==> src/hdl/assert_macros.svh <==
// Assertion macros for the RTL.
`ifndef ASSERT_MACROS_SVH
`define ASSERT_MACROS_SVH
`ifndef SYNTHESIS
// Property that must hold at every sampled edge.
`define ASSERT_ALWAYS(lbl, clk, rst, expr, msg) \
  lbl: assert property (@(posedge clk) disable iff (rst) (expr)) else $error(msg);
// Antecedent in one cycle implies consequent in the next.
`define ASSERT_NEXT(lbl, clk, rst, ante, cons, msg) \
  lbl: assert property (@(posedge clk) disable iff (rst) (ante) |=> (cons)) else $error(msg);
`else
`define ASSERT_ALWAYS(lbl, clk, rst, expr, msg)
`define ASSERT_NEXT(lbl, clk, rst, ante, cons, msg)
`endif
`endif

==> src/hdl/dqh_pkg.sv <==
// Types and constants of the detection qualifier.
package dqh_pkg;

  localparam int DIM_BITS_DEF = 16;
  localparam int DIM_FIELD_W  = 16;
  localparam int RATIO_W      = 17;
  localparam int CFG_DATA_W   = 32;
  localparam int CFG_IDX_W    = 3;

  // pass modes; the unused code behaves as no frame
  localparam logic [1:0] MODE_NONE  = 2'd0;
  localparam logic [1:0] MODE_FRAME = 2'd1;
  localparam logic [1:0] MODE_BAD   = 2'd2;

  localparam logic [2:0] CLASS_UNSPEC = 3'd0;
  localparam logic [2:0] CLASS_FIRST  = 3'd1;
  localparam logic [2:0] CLASS_LAST   = 3'd4;

  localparam logic [31:0] CONF_ONE_BITS = 32'h3F80_0000;
  localparam logic [31:0] CONF_NEG_ZERO = 32'h8000_0000;

  // configuration register indexes
  localparam logic [CFG_IDX_W-1:0] REG_REQ_CONSEC = 3'd0;
  localparam logic [CFG_IDX_W-1:0] REG_LINK_TMO   = 3'd1;
  localparam logic [CFG_IDX_W-1:0] REG_HOLD       = 3'd2;
  localparam logic [CFG_IDX_W-1:0] REG_MIN_W      = 3'd3;
  localparam logic [CFG_IDX_W-1:0] REG_MIN_H      = 3'd4;
  localparam logic [CFG_IDX_W-1:0] REG_MIN_AREA   = 3'd5;
  localparam logic [CFG_IDX_W-1:0] REG_MAX_AREA   = 3'd6;
  localparam logic [CFG_IDX_W-1:0] REG_FLASH_EN   = 3'd7;

  localparam logic [7:0]         RST_REQ_CONSEC = 8'd3;
  localparam logic [31:0]        RST_LINK_TMO   = 32'd1000;
  localparam logic [31:0]        RST_HOLD       = 32'd500;
  localparam logic [RATIO_W-1:0] RST_MAX_AREA   = 17'd65536;

  typedef struct packed {
    logic [1:0]             mode;
    logic [31:0]            now;
    logic                   detected;
    logic [2:0]             target_class;
    logic                   has_box;
    logic [DIM_FIELD_W-1:0] img_width;
    logic [DIM_FIELD_W-1:0] img_height;
    logic [DIM_FIELD_W-1:0] box_left;
    logic [DIM_FIELD_W-1:0] box_top;
    logic [DIM_FIELD_W-1:0] box_width;
    logic [DIM_FIELD_W-1:0] box_height;
    logic [31:0]            confidence_bits;
  } in_item_t;

  typedef struct packed {
    logic frame_accepted;
    logic link_up;
    logic target_seen;
    logic flash_pulse;
  } out_item_t;

endpackage

==> src/hdl/detection_qualifier_with_hold.sv <==
// Detection qualifier with link liveness, seen hold and flash pulse.
// An accepted item runs steps 0 to 6 and its result is registered at step 6;
// no new item is taken before then. One 17x(2*DIM_BITS) multiplier, shared,
//   forms six products in turn (image area, box area, four ratio bounds).
// in_stall is high during reset and while an item is in work; a result left
//   waiting holds the next item at its last step until the result is taken.
// Reset (rst, synchronous): registers to defaults, run/seen/link/times cleared.
module detection_qualifier_with_hold
  import dqh_pkg::*;
#(
  parameter int DIM_BITS = DIM_BITS_DEF
) (
  input  logic                  clk,
  input  logic                  rst,
  input  logic                  in_valid,
  output logic                  in_stall,
  input  in_item_t              in_item,
  output logic                  out_valid,
  input  logic                  out_stall,
  output out_item_t             out_item,
  input  logic                  cfg_we,
  input  logic [CFG_IDX_W-1:0]  cfg_index,
  input  logic [CFG_DATA_W-1:0] cfg_data
);

`include "assert_macros.svh"

  localparam int AW = 2 * DIM_BITS;       // area width
  localparam int PW = AW + RATIO_W;       // product width
  localparam logic [2:0] LAST_STEP = 3'd6;

  typedef enum logic {ST_IDLE, ST_CALC} state_t;

  // ---------------- configuration registers ----------------
  logic [7:0]         req_consec;
  logic [31:0]        link_tmo;
  logic [31:0]        hold_ticks;
  logic [RATIO_W-1:0] min_w;
  logic [RATIO_W-1:0] min_h;
  logic [RATIO_W-1:0] min_area;
  logic [RATIO_W-1:0] max_area;
  logic               flash_en;

  always_ff @(posedge clk) begin
    if (rst) begin
      req_consec <= RST_REQ_CONSEC;
      link_tmo   <= RST_LINK_TMO;
      hold_ticks <= RST_HOLD;
      min_w      <= '0;
      min_h      <= '0;
      min_area   <= '0;
      max_area   <= RST_MAX_AREA;
      flash_en   <= 1'b0;
    end else if (cfg_we) begin
      unique case (cfg_index)
        REG_REQ_CONSEC: req_consec <= cfg_data[7:0];
        REG_LINK_TMO:   link_tmo   <= cfg_data;
        REG_HOLD:       hold_ticks <= cfg_data;
        REG_MIN_W:      min_w      <= cfg_data[RATIO_W-1:0];
        REG_MIN_H:      min_h      <= cfg_data[RATIO_W-1:0];
        REG_MIN_AREA:   min_area   <= cfg_data[RATIO_W-1:0];
        REG_MAX_AREA:   max_area   <= cfg_data[RATIO_W-1:0];
        REG_FLASH_EN:   flash_en   <= cfg_data[0];
        default:        ;
      endcase
    end
  end

  // ---------------- sequencer and datapath ----------------
  state_t             state;
  logic [2:0]         step;
  in_item_t           item;          // captured item
  logic [PW-1:0]      prod;          // shared multiplier output register
  logic [AW-1:0]      img_area;
  logic [AW-1:0]      box_area;
  logic               ratio_ok;      // min width / height / area so far
  logic               basic_ok;      // all checks that need no product

  // dynamic state of the qualifier
  logic [7:0]  positive_run;
  logic        seen_flag;
  logic        prev_seen_flag;
  logic        link_flag;
  logic [31:0] last_valid_time;
  logic [31:0] last_positive_time;

  // dimensions masked to DIM_BITS
  logic [DIM_BITS-1:0] iw, ih, bx, by, bw, bh;
  assign iw = item.img_width[DIM_BITS-1:0];
  assign ih = item.img_height[DIM_BITS-1:0];
  assign bx = item.box_left[DIM_BITS-1:0];
  assign by = item.box_top[DIM_BITS-1:0];
  assign bw = item.box_width[DIM_BITS-1:0];
  assign bh = item.box_height[DIM_BITS-1:0];

  logic accept_in;
  logic finish;
  assign in_stall  = rst || (state != ST_IDLE);
  assign accept_in = in_valid && !in_stall;
  assign finish    = (state == ST_CALC) && (step == LAST_STEP) &&
                     (!out_valid || !out_stall);

  // operand select for the shared multiplier
  logic [RATIO_W-1:0] op_a;
  logic [AW-1:0]      op_b;
  always_comb begin
    op_a = '0;
    op_b = '0;
    unique case (step)
      3'd0: begin
        op_a = {{(RATIO_W-DIM_BITS){1'b0}}, iw};
        op_b = {{DIM_BITS{1'b0}}, ih};
      end
      3'd1: begin
        op_a = {{(RATIO_W-DIM_BITS){1'b0}}, bw};
        op_b = {{DIM_BITS{1'b0}}, bh};
      end
      3'd2: begin
        op_a = min_w;
        op_b = {{DIM_BITS{1'b0}}, iw};
      end
      3'd3: begin
        op_a = min_h;
        op_b = {{DIM_BITS{1'b0}}, ih};
      end
      3'd4: begin
        op_a = min_area;
        op_b = img_area;
      end
      3'd5: begin
        op_a = max_area;
        op_b = img_area;
      end
      default: ;
    endcase
  end

  // scaled box terms for the Q16 compares
  logic [PW-1:0] bw_q16, bh_q16, area_q16;
  assign bw_q16   = {{(PW-DIM_BITS-16){1'b0}}, bw, 16'b0};
  assign bh_q16   = {{(PW-DIM_BITS-16){1'b0}}, bh, 16'b0};
  assign area_q16 = {1'b0, box_area, 16'b0};

  // checks that need no multiplication
  logic conf_ok, cls_ok, box_in, basic_now;
  logic [DIM_BITS:0] x_end, y_end;
  assign conf_ok = (item.confidence_bits <= CONF_ONE_BITS) ||
                   (item.confidence_bits == CONF_NEG_ZERO);
  assign cls_ok  = (item.target_class >= CLASS_FIRST) &&
                   (item.target_class <= CLASS_LAST);
  assign x_end   = {1'b0, bx} + {1'b0, bw};
  assign y_end   = {1'b0, by} + {1'b0, bh};
  assign box_in  = (bx < iw) && (by < ih) &&
                   (x_end <= {1'b0, iw}) && (y_end <= {1'b0, ih});
  always_comb begin
    if ((iw == '0) || (ih == '0)) begin
      basic_now = 1'b0;
    end else if (!item.detected) begin
      basic_now = (item.target_class == CLASS_UNSPEC);
    end else begin
      basic_now = conf_ok && item.has_box && cls_ok &&
                  (bw != '0) && (bh != '0) && box_in;
    end
  end

  // ---------------- end-of-pass update ----------------
  logic        frame_ok, accepted, is_frame, is_bad;
  logic [7:0]  run_upd;
  logic        seen_upd, link_upd, seen_fin, link_fin, flash;
  logic [31:0] lvt_upd, lpt_upd, dt_link, dt_pos;

  always_comb begin
    is_frame = (item.mode == MODE_FRAME);
    is_bad   = (item.mode == MODE_BAD);
    frame_ok = basic_ok && (!item.detected || (ratio_ok && (area_q16 <= prod)));
    accepted = is_frame && frame_ok;

    run_upd  = positive_run;
    seen_upd = seen_flag;
    link_upd = link_flag;
    lvt_upd  = last_valid_time;
    lpt_upd  = last_positive_time;
    if (accepted) begin
      lvt_upd  = item.now;
      link_upd = 1'b1;
      if (item.detected) begin
        if (positive_run < req_consec) begin
          run_upd = positive_run + 8'd1;
        end
        lpt_upd = item.now;
        if (run_upd >= req_consec) begin
          seen_upd = 1'b1;
        end
      end else begin
        run_upd = '0;
      end
    end else if (is_frame || is_bad) begin
      run_upd = '0;
    end

    // link timeout, then seen hold expiry
    dt_link  = item.now - lvt_upd;
    dt_pos   = item.now - lpt_upd;
    link_fin = link_upd && !(dt_link >= link_tmo);
    seen_fin = seen_upd && link_fin && !(dt_pos >= hold_ticks);
    flash    = flash_en && seen_fin && !prev_seen_flag;
  end

  always_ff @(posedge clk) begin
    if (rst) begin
      state              <= ST_IDLE;
      step               <= '0;
      out_valid          <= 1'b0;
      positive_run       <= '0;
      seen_flag          <= 1'b0;
      prev_seen_flag     <= 1'b0;
      link_flag          <= 1'b0;
      last_valid_time    <= '0;
      last_positive_time <= '0;
    end else begin
      // a new result in the same cycle keeps valid up
      if (out_valid && !out_stall && !finish) begin
        out_valid <= 1'b0;
      end
      unique case (state)
        ST_IDLE: begin
          if (accept_in) begin
            item  <= in_item;
            step  <= '0;
            state <= ST_CALC;
          end
        end
        ST_CALC: begin
          if (step != LAST_STEP) begin
            prod <= PW'(op_a * op_b);
            step <= step + 3'd1;
          end
          // consume the product issued in the previous step; step 0 latches the basic checks
          unique case (step)
            3'd0: basic_ok <= basic_now;
            3'd1: begin
              img_area <= prod[AW-1:0];
              ratio_ok <= 1'b1;
            end
            3'd2: box_area <= prod[AW-1:0];
            3'd3: ratio_ok <= ratio_ok && (bw_q16 >= prod);
            3'd4: ratio_ok <= ratio_ok && (bh_q16 >= prod);
            3'd5: ratio_ok <= ratio_ok && (area_q16 >= prod);
            default: ;
          endcase
          if (finish) begin
            positive_run       <= run_upd;
            seen_flag          <= seen_fin;
            prev_seen_flag     <= seen_fin;
            link_flag          <= link_fin;
            last_valid_time    <= lvt_upd;
            last_positive_time <= lpt_upd;
            out_item           <= '{frame_accepted: accepted, link_up: link_fin,
                                    target_seen: seen_fin, flash_pulse: flash};
            out_valid          <= 1'b1;
            state              <= ST_IDLE;
          end
        end
        default: state <= ST_IDLE;
      endcase
    end
  end

  // ---------------- assertions ----------------
  `ASSERT_NEXT(a_accept_starts, clk, rst, accept_in, (state == ST_CALC) && (step == 3'd0), "bad start")
  `ASSERT_ALWAYS(a_step_range, clk, rst, (state != ST_CALC) || (step <= LAST_STEP), "step out of range")
  `ASSERT_ALWAYS(a_seen_needs_link, clk, rst, !seen_flag || link_flag, "seen while link down")
  `ASSERT_ALWAYS(a_flash_seen, clk, rst, !out_valid || !out_item.flash_pulse || out_item.target_seen, "flash, no seen")

endmodule
==> config.mk <==
export PLATFORM = sky130hd
export DESIGN_NAME = detection_qualifier_with_hold
export DESIGN_NICKNAME = d
export VERILOG_FILES = /design/src/hdl/dqh_pkg.sv /design/src/hdl/detection_qualifier_with_hold.sv
export VERILOG_INCLUDE_DIRS = /design/src /design/src/hdl
export SDC_FILE = /design/constraint.sdc
export NUM_CORES = 2
export LEC_CHECK = 0
export BUFFER_PORTS_ARGS = -buffer_cell sky130_fd_sc_hd__buf_4
export CAP_MARGIN = 20
export CORE_MARGIN = 5
export CORE_UTILIZATION = 44
export CTS_CLUSTER_SIZE = 20
export DETAILED_ROUTE_END_ITERATION = 16
export PLACE_DENSITY = 0.63
export SKIP_LAST_GASP = 1
export SLEW_MARGIN = 15
export SYNTH_ARGS = -nofsm -noshare
export SYNTH_HDL_FRONTEND = slang
export SYNTH_SLANG_ARGS = --single-unit
==> constraint.sdc <==
create_clock -name clk -period 10.2 [get_ports clk]
set_input_delay 1.53 -clock clk [delete_from_list [all_inputs] [get_ports clk]]
set_output_delay 1.53 -clock clk [all_outputs]
set_load 0.05 [all_outputs]
==> impl_metrics.py <==
metrics = {
    "pwr": {
        "ir_drop_v": 0.000497,
        "power.leakage_uw": 0.0212,
        "p_per_area_nw_per_um2": 245,
    },
    "clocking": {
        "clock_sinks": 506,
        "ctsResizeCount": 0,
        "insertion_delay_ns": 0.65,
        "clkSlewWorstSetupHoldPaths_ns": 0.07,
        "postCtsSetupRepairBufs": 0,
        "cts_tree": "built",
        "cts_root_buf": "clkbuf_16",
        "numCtsBuffers": 54,
        "clock_path_buffers": 3,
        "hold_buffers": 0,
        "htreeDepth": 2,
    },
    "setup_path": {
        "max_stage_delay_ns": 0.82,
        "r2r_slack_ns": 0.76,
        "end_kind": "flip-flop",
        "cpMostUsedCell": "fa_1",
        "slowest_stage": "a221o_1",
        "critPathRequiredTime_ns": 10.57,
        "start_kind": "flip-flop",
        "cp_data_arrival_time_ns": 9.81,
        "path_class": "flip-flop to flip-flop",
        "path_max_fanout": 24,
    },
    "timing": {
        "fin_ws_ns": 0.764,
        "grt_setup_unrepaired": "false",
        "tns_ns": 0,
        "period_minus_slack_ns": 9.44,
        "worst_pin_slew_ns": 1.14,
        "finalHoldViolations": 0,
        "max_freq_mhz": 106,
        "slew_violations": 0,
        "fin_crit_sh_pct": 92.5,
        "setup_viol": 0,
        "clock_skew_ns": 0.0375,
        "max_slew_margin_pct": 23.8,
    },
    "detailed_routing": {
        "vias": 34278,
        "routedWlPerCell_um": 21.1,
        "drtIter0Drc": 3023,
        "drc": 0,
        "ant_nets": 0,
        "vias_per_cell": 5.56,
        "wirelength_um": 130000,
        "first_pass_iters": 6,
    },
    "final_layout": {
        "area_delta_synth_final_pct": 11.2,
        "fill_cells": 9363,
        "fin_nets": 5907,
        "diodes": 0,
        "final_common_cell": "nand2_1",
        "layout_common_cells": "nand2_1, inv_1, fa_1",
        "drive_gt1_share_pct": 8.60,
    },
    "yosys": {
        "syn-num-nets": 5762,
        "ys_types": 80,
        "avgSynthCellArea_sq_um": 9.45,
        "synth_ff_type": "edfxtp_1",
        "synth-seq-cells": 506,
        "synth_warnings": 0,
        "ys_seq_area_share_pct": 29.4,
        "syn-cell-area_sq_um": 44100,
        "syn_inst": 4673,
        "synth-edff-count": 286,
        "ys_async_sr_fraction_pct": 0,
    },
    "worst_hold_path": {
        "hold_class": "flip-flop to flip-flop",
    },
    "placement": {
        "dp_hpwl_um": 101000,
        "dp_slack_ns": 0.949,
        "io_buffers": 212,
        "place.gp.congestion": 0.958,
    },
    "floorplan": {
        "rows": 116,
        "die_w_um": 327,
        "start_util_pct": 44.2,
        "die_h_um": 327,
        "die-area_sq_um": 107000,
        "ioPinCount": 213,
        "core_area_sq_um": 99900,
    },
    "status": {
        "status": "finished clean",
    },
    "grt": {
        "grt_max_degree": 144,
        "grtUsageTotal_pct": 24.0,
        "grt_pass1_vias": 34892,
        "grt_antenna_before_repair": 0,
        "grt_pass1_wl_um": 201000,
        "grt_overflow_total": 0,
    },
    "run": {
        "cap_violations": 0,
    },
}
-- routing by layer --
metal | track usage [%] | wire [um] | vias to the layer above
met5 | 0 | 0 | -
met4 | 7.95 | 4930 | 0
met3 | 4.43 | 9450 | 272
met2 | 41.3 | 62400 | 1227
met1 | 30.7 | 52900 | 16868
li1 | - | - | 15911
-- logic make-up (layout without fill, tap and decap cells) --
kind of cell             count (synthesis)  in the layout  share of synthesized area (%)
AO/OA/AOI/OAI                          859            859                           12.6
XOR/XNOR                               132            132                           2.62
adder cells (fa/ha/maj)                882            882                           32.7
buffers and inverters                  821           1010                           7.03
flip-flops                             506            506                           29.4
multiplexers                            73             73                           1.68
AND/OR/NAND/NOR                       1400           1400                           13.9
-- area by class of cell --
cell class | instances | area (sq um) | area share, %
clock inverters | 29 | 235 | 0.479
flip-flops and latches | 506 | 13000 | 26.5
well taps | 1298 | 1620 | 3.31
inverters | 629 | 2360 | 4.81
repair buffers | 281 | 2190 | 4.45
multi-input cells | 3346 | 28200 | 57.4
clock buffers | 71 | 1530 | 3.12
-- synthesized netlist by cell type, drive strengths merged (22+ instances only) --
| cell type | n | area [sq um] |
|---|---|---|
| o21bai | 22 | 165 |
| nand2b | 47 | 294 |
| nand4 | 48 | 300 |
| inv | 629 | 2360 |
| nor4 | 34 | 213 |
| nor2b | 69 | 432 |
| o21a | 27 | 203 |
| fa | 453 | 9070 |
| nand3 | 35 | 175 |
| mux2i | 63 | 631 |
| a21o | 109 | 818 |
| nand2 | 794 | 2980 |
| a21oi | 323 | 1620 |
| and2 | 45 | 284 |
| dfxtp | 220 | 4400 |
| edfxtp | 286 | 8590 |
| ha | 429 | 5370 |
| a211oi | 75 | 563 |
| o21ai | 122 | 611 |
| nor3 | 25 | 125 |
| clkbuf | 175 | 657 |
| xor2 | 29 | 254 |
| xnor2 | 103 | 902 |
| a221oi | 24 | 223 |
| nor2 | 257 | 972 |
-- worst paths after layout --
kind / startpoint / end / cells past startpoint
max: step[1] / prod[41] / 28
min: link_tmo[14] / link_tmo[14] / 2
max reg2reg: step[1] / prod[41] / 28
min reg2reg: link_tmo[14] / link_tmo[14] / 2
-- critical path, delay by kind of cell, from the launching register on --
kind                     cells  cell delay (ns)
flip-flops                   1             0.40
buffers and inverters        6             0.56
AO/OA/AOI/OAI                8             2.64
XOR/XNOR                     1             0.16
AND/OR/NAND/NOR              4             1.38
adder cells (fa/ha/maj)      9             3.98
-- sequential cells by signal, indices dropped and copies added, names as in the netlist, 8 cells and up --
name	count
hold_ticks	32
bh	16
last_valid_time	32
req_consec	8
img_area	32
ih	16
min_h	17
iw	16
link_tmo	32
bw	16
item	71
by	16
last_positive_time	32
max_area	17
prod	49
min_w	17
bx	16
positive_run	8
min_area	17
box_area	32
-- where the power goes --
part           switching (uW)  total [uW]  internal [uW]  leakage, uW
sequential                128        2770           2640      0.00441
combinational            4240        7260           3030       0.0159
clock                     861        1970           1110     0.000860
total                    5220       12000           6780       0.0212
-- through the flow --
stage               hold slack (ns)  power, uW  utilization, %  instances  instance area [sq um]
global route                  0.472      13100            49.2       6160                  49100
CTS                           0.455      12000            49.1       6157                  49000
global placement              0.441       9880            47.3       6057                  47300
floorplan                     0.433       8220               -       4673                  44100
finish                        0.454      12000            49.2       6160                  49100
detailed placement            0.447      10000            47.3       6057                  47300
Power figures use the tool's default switching activity.
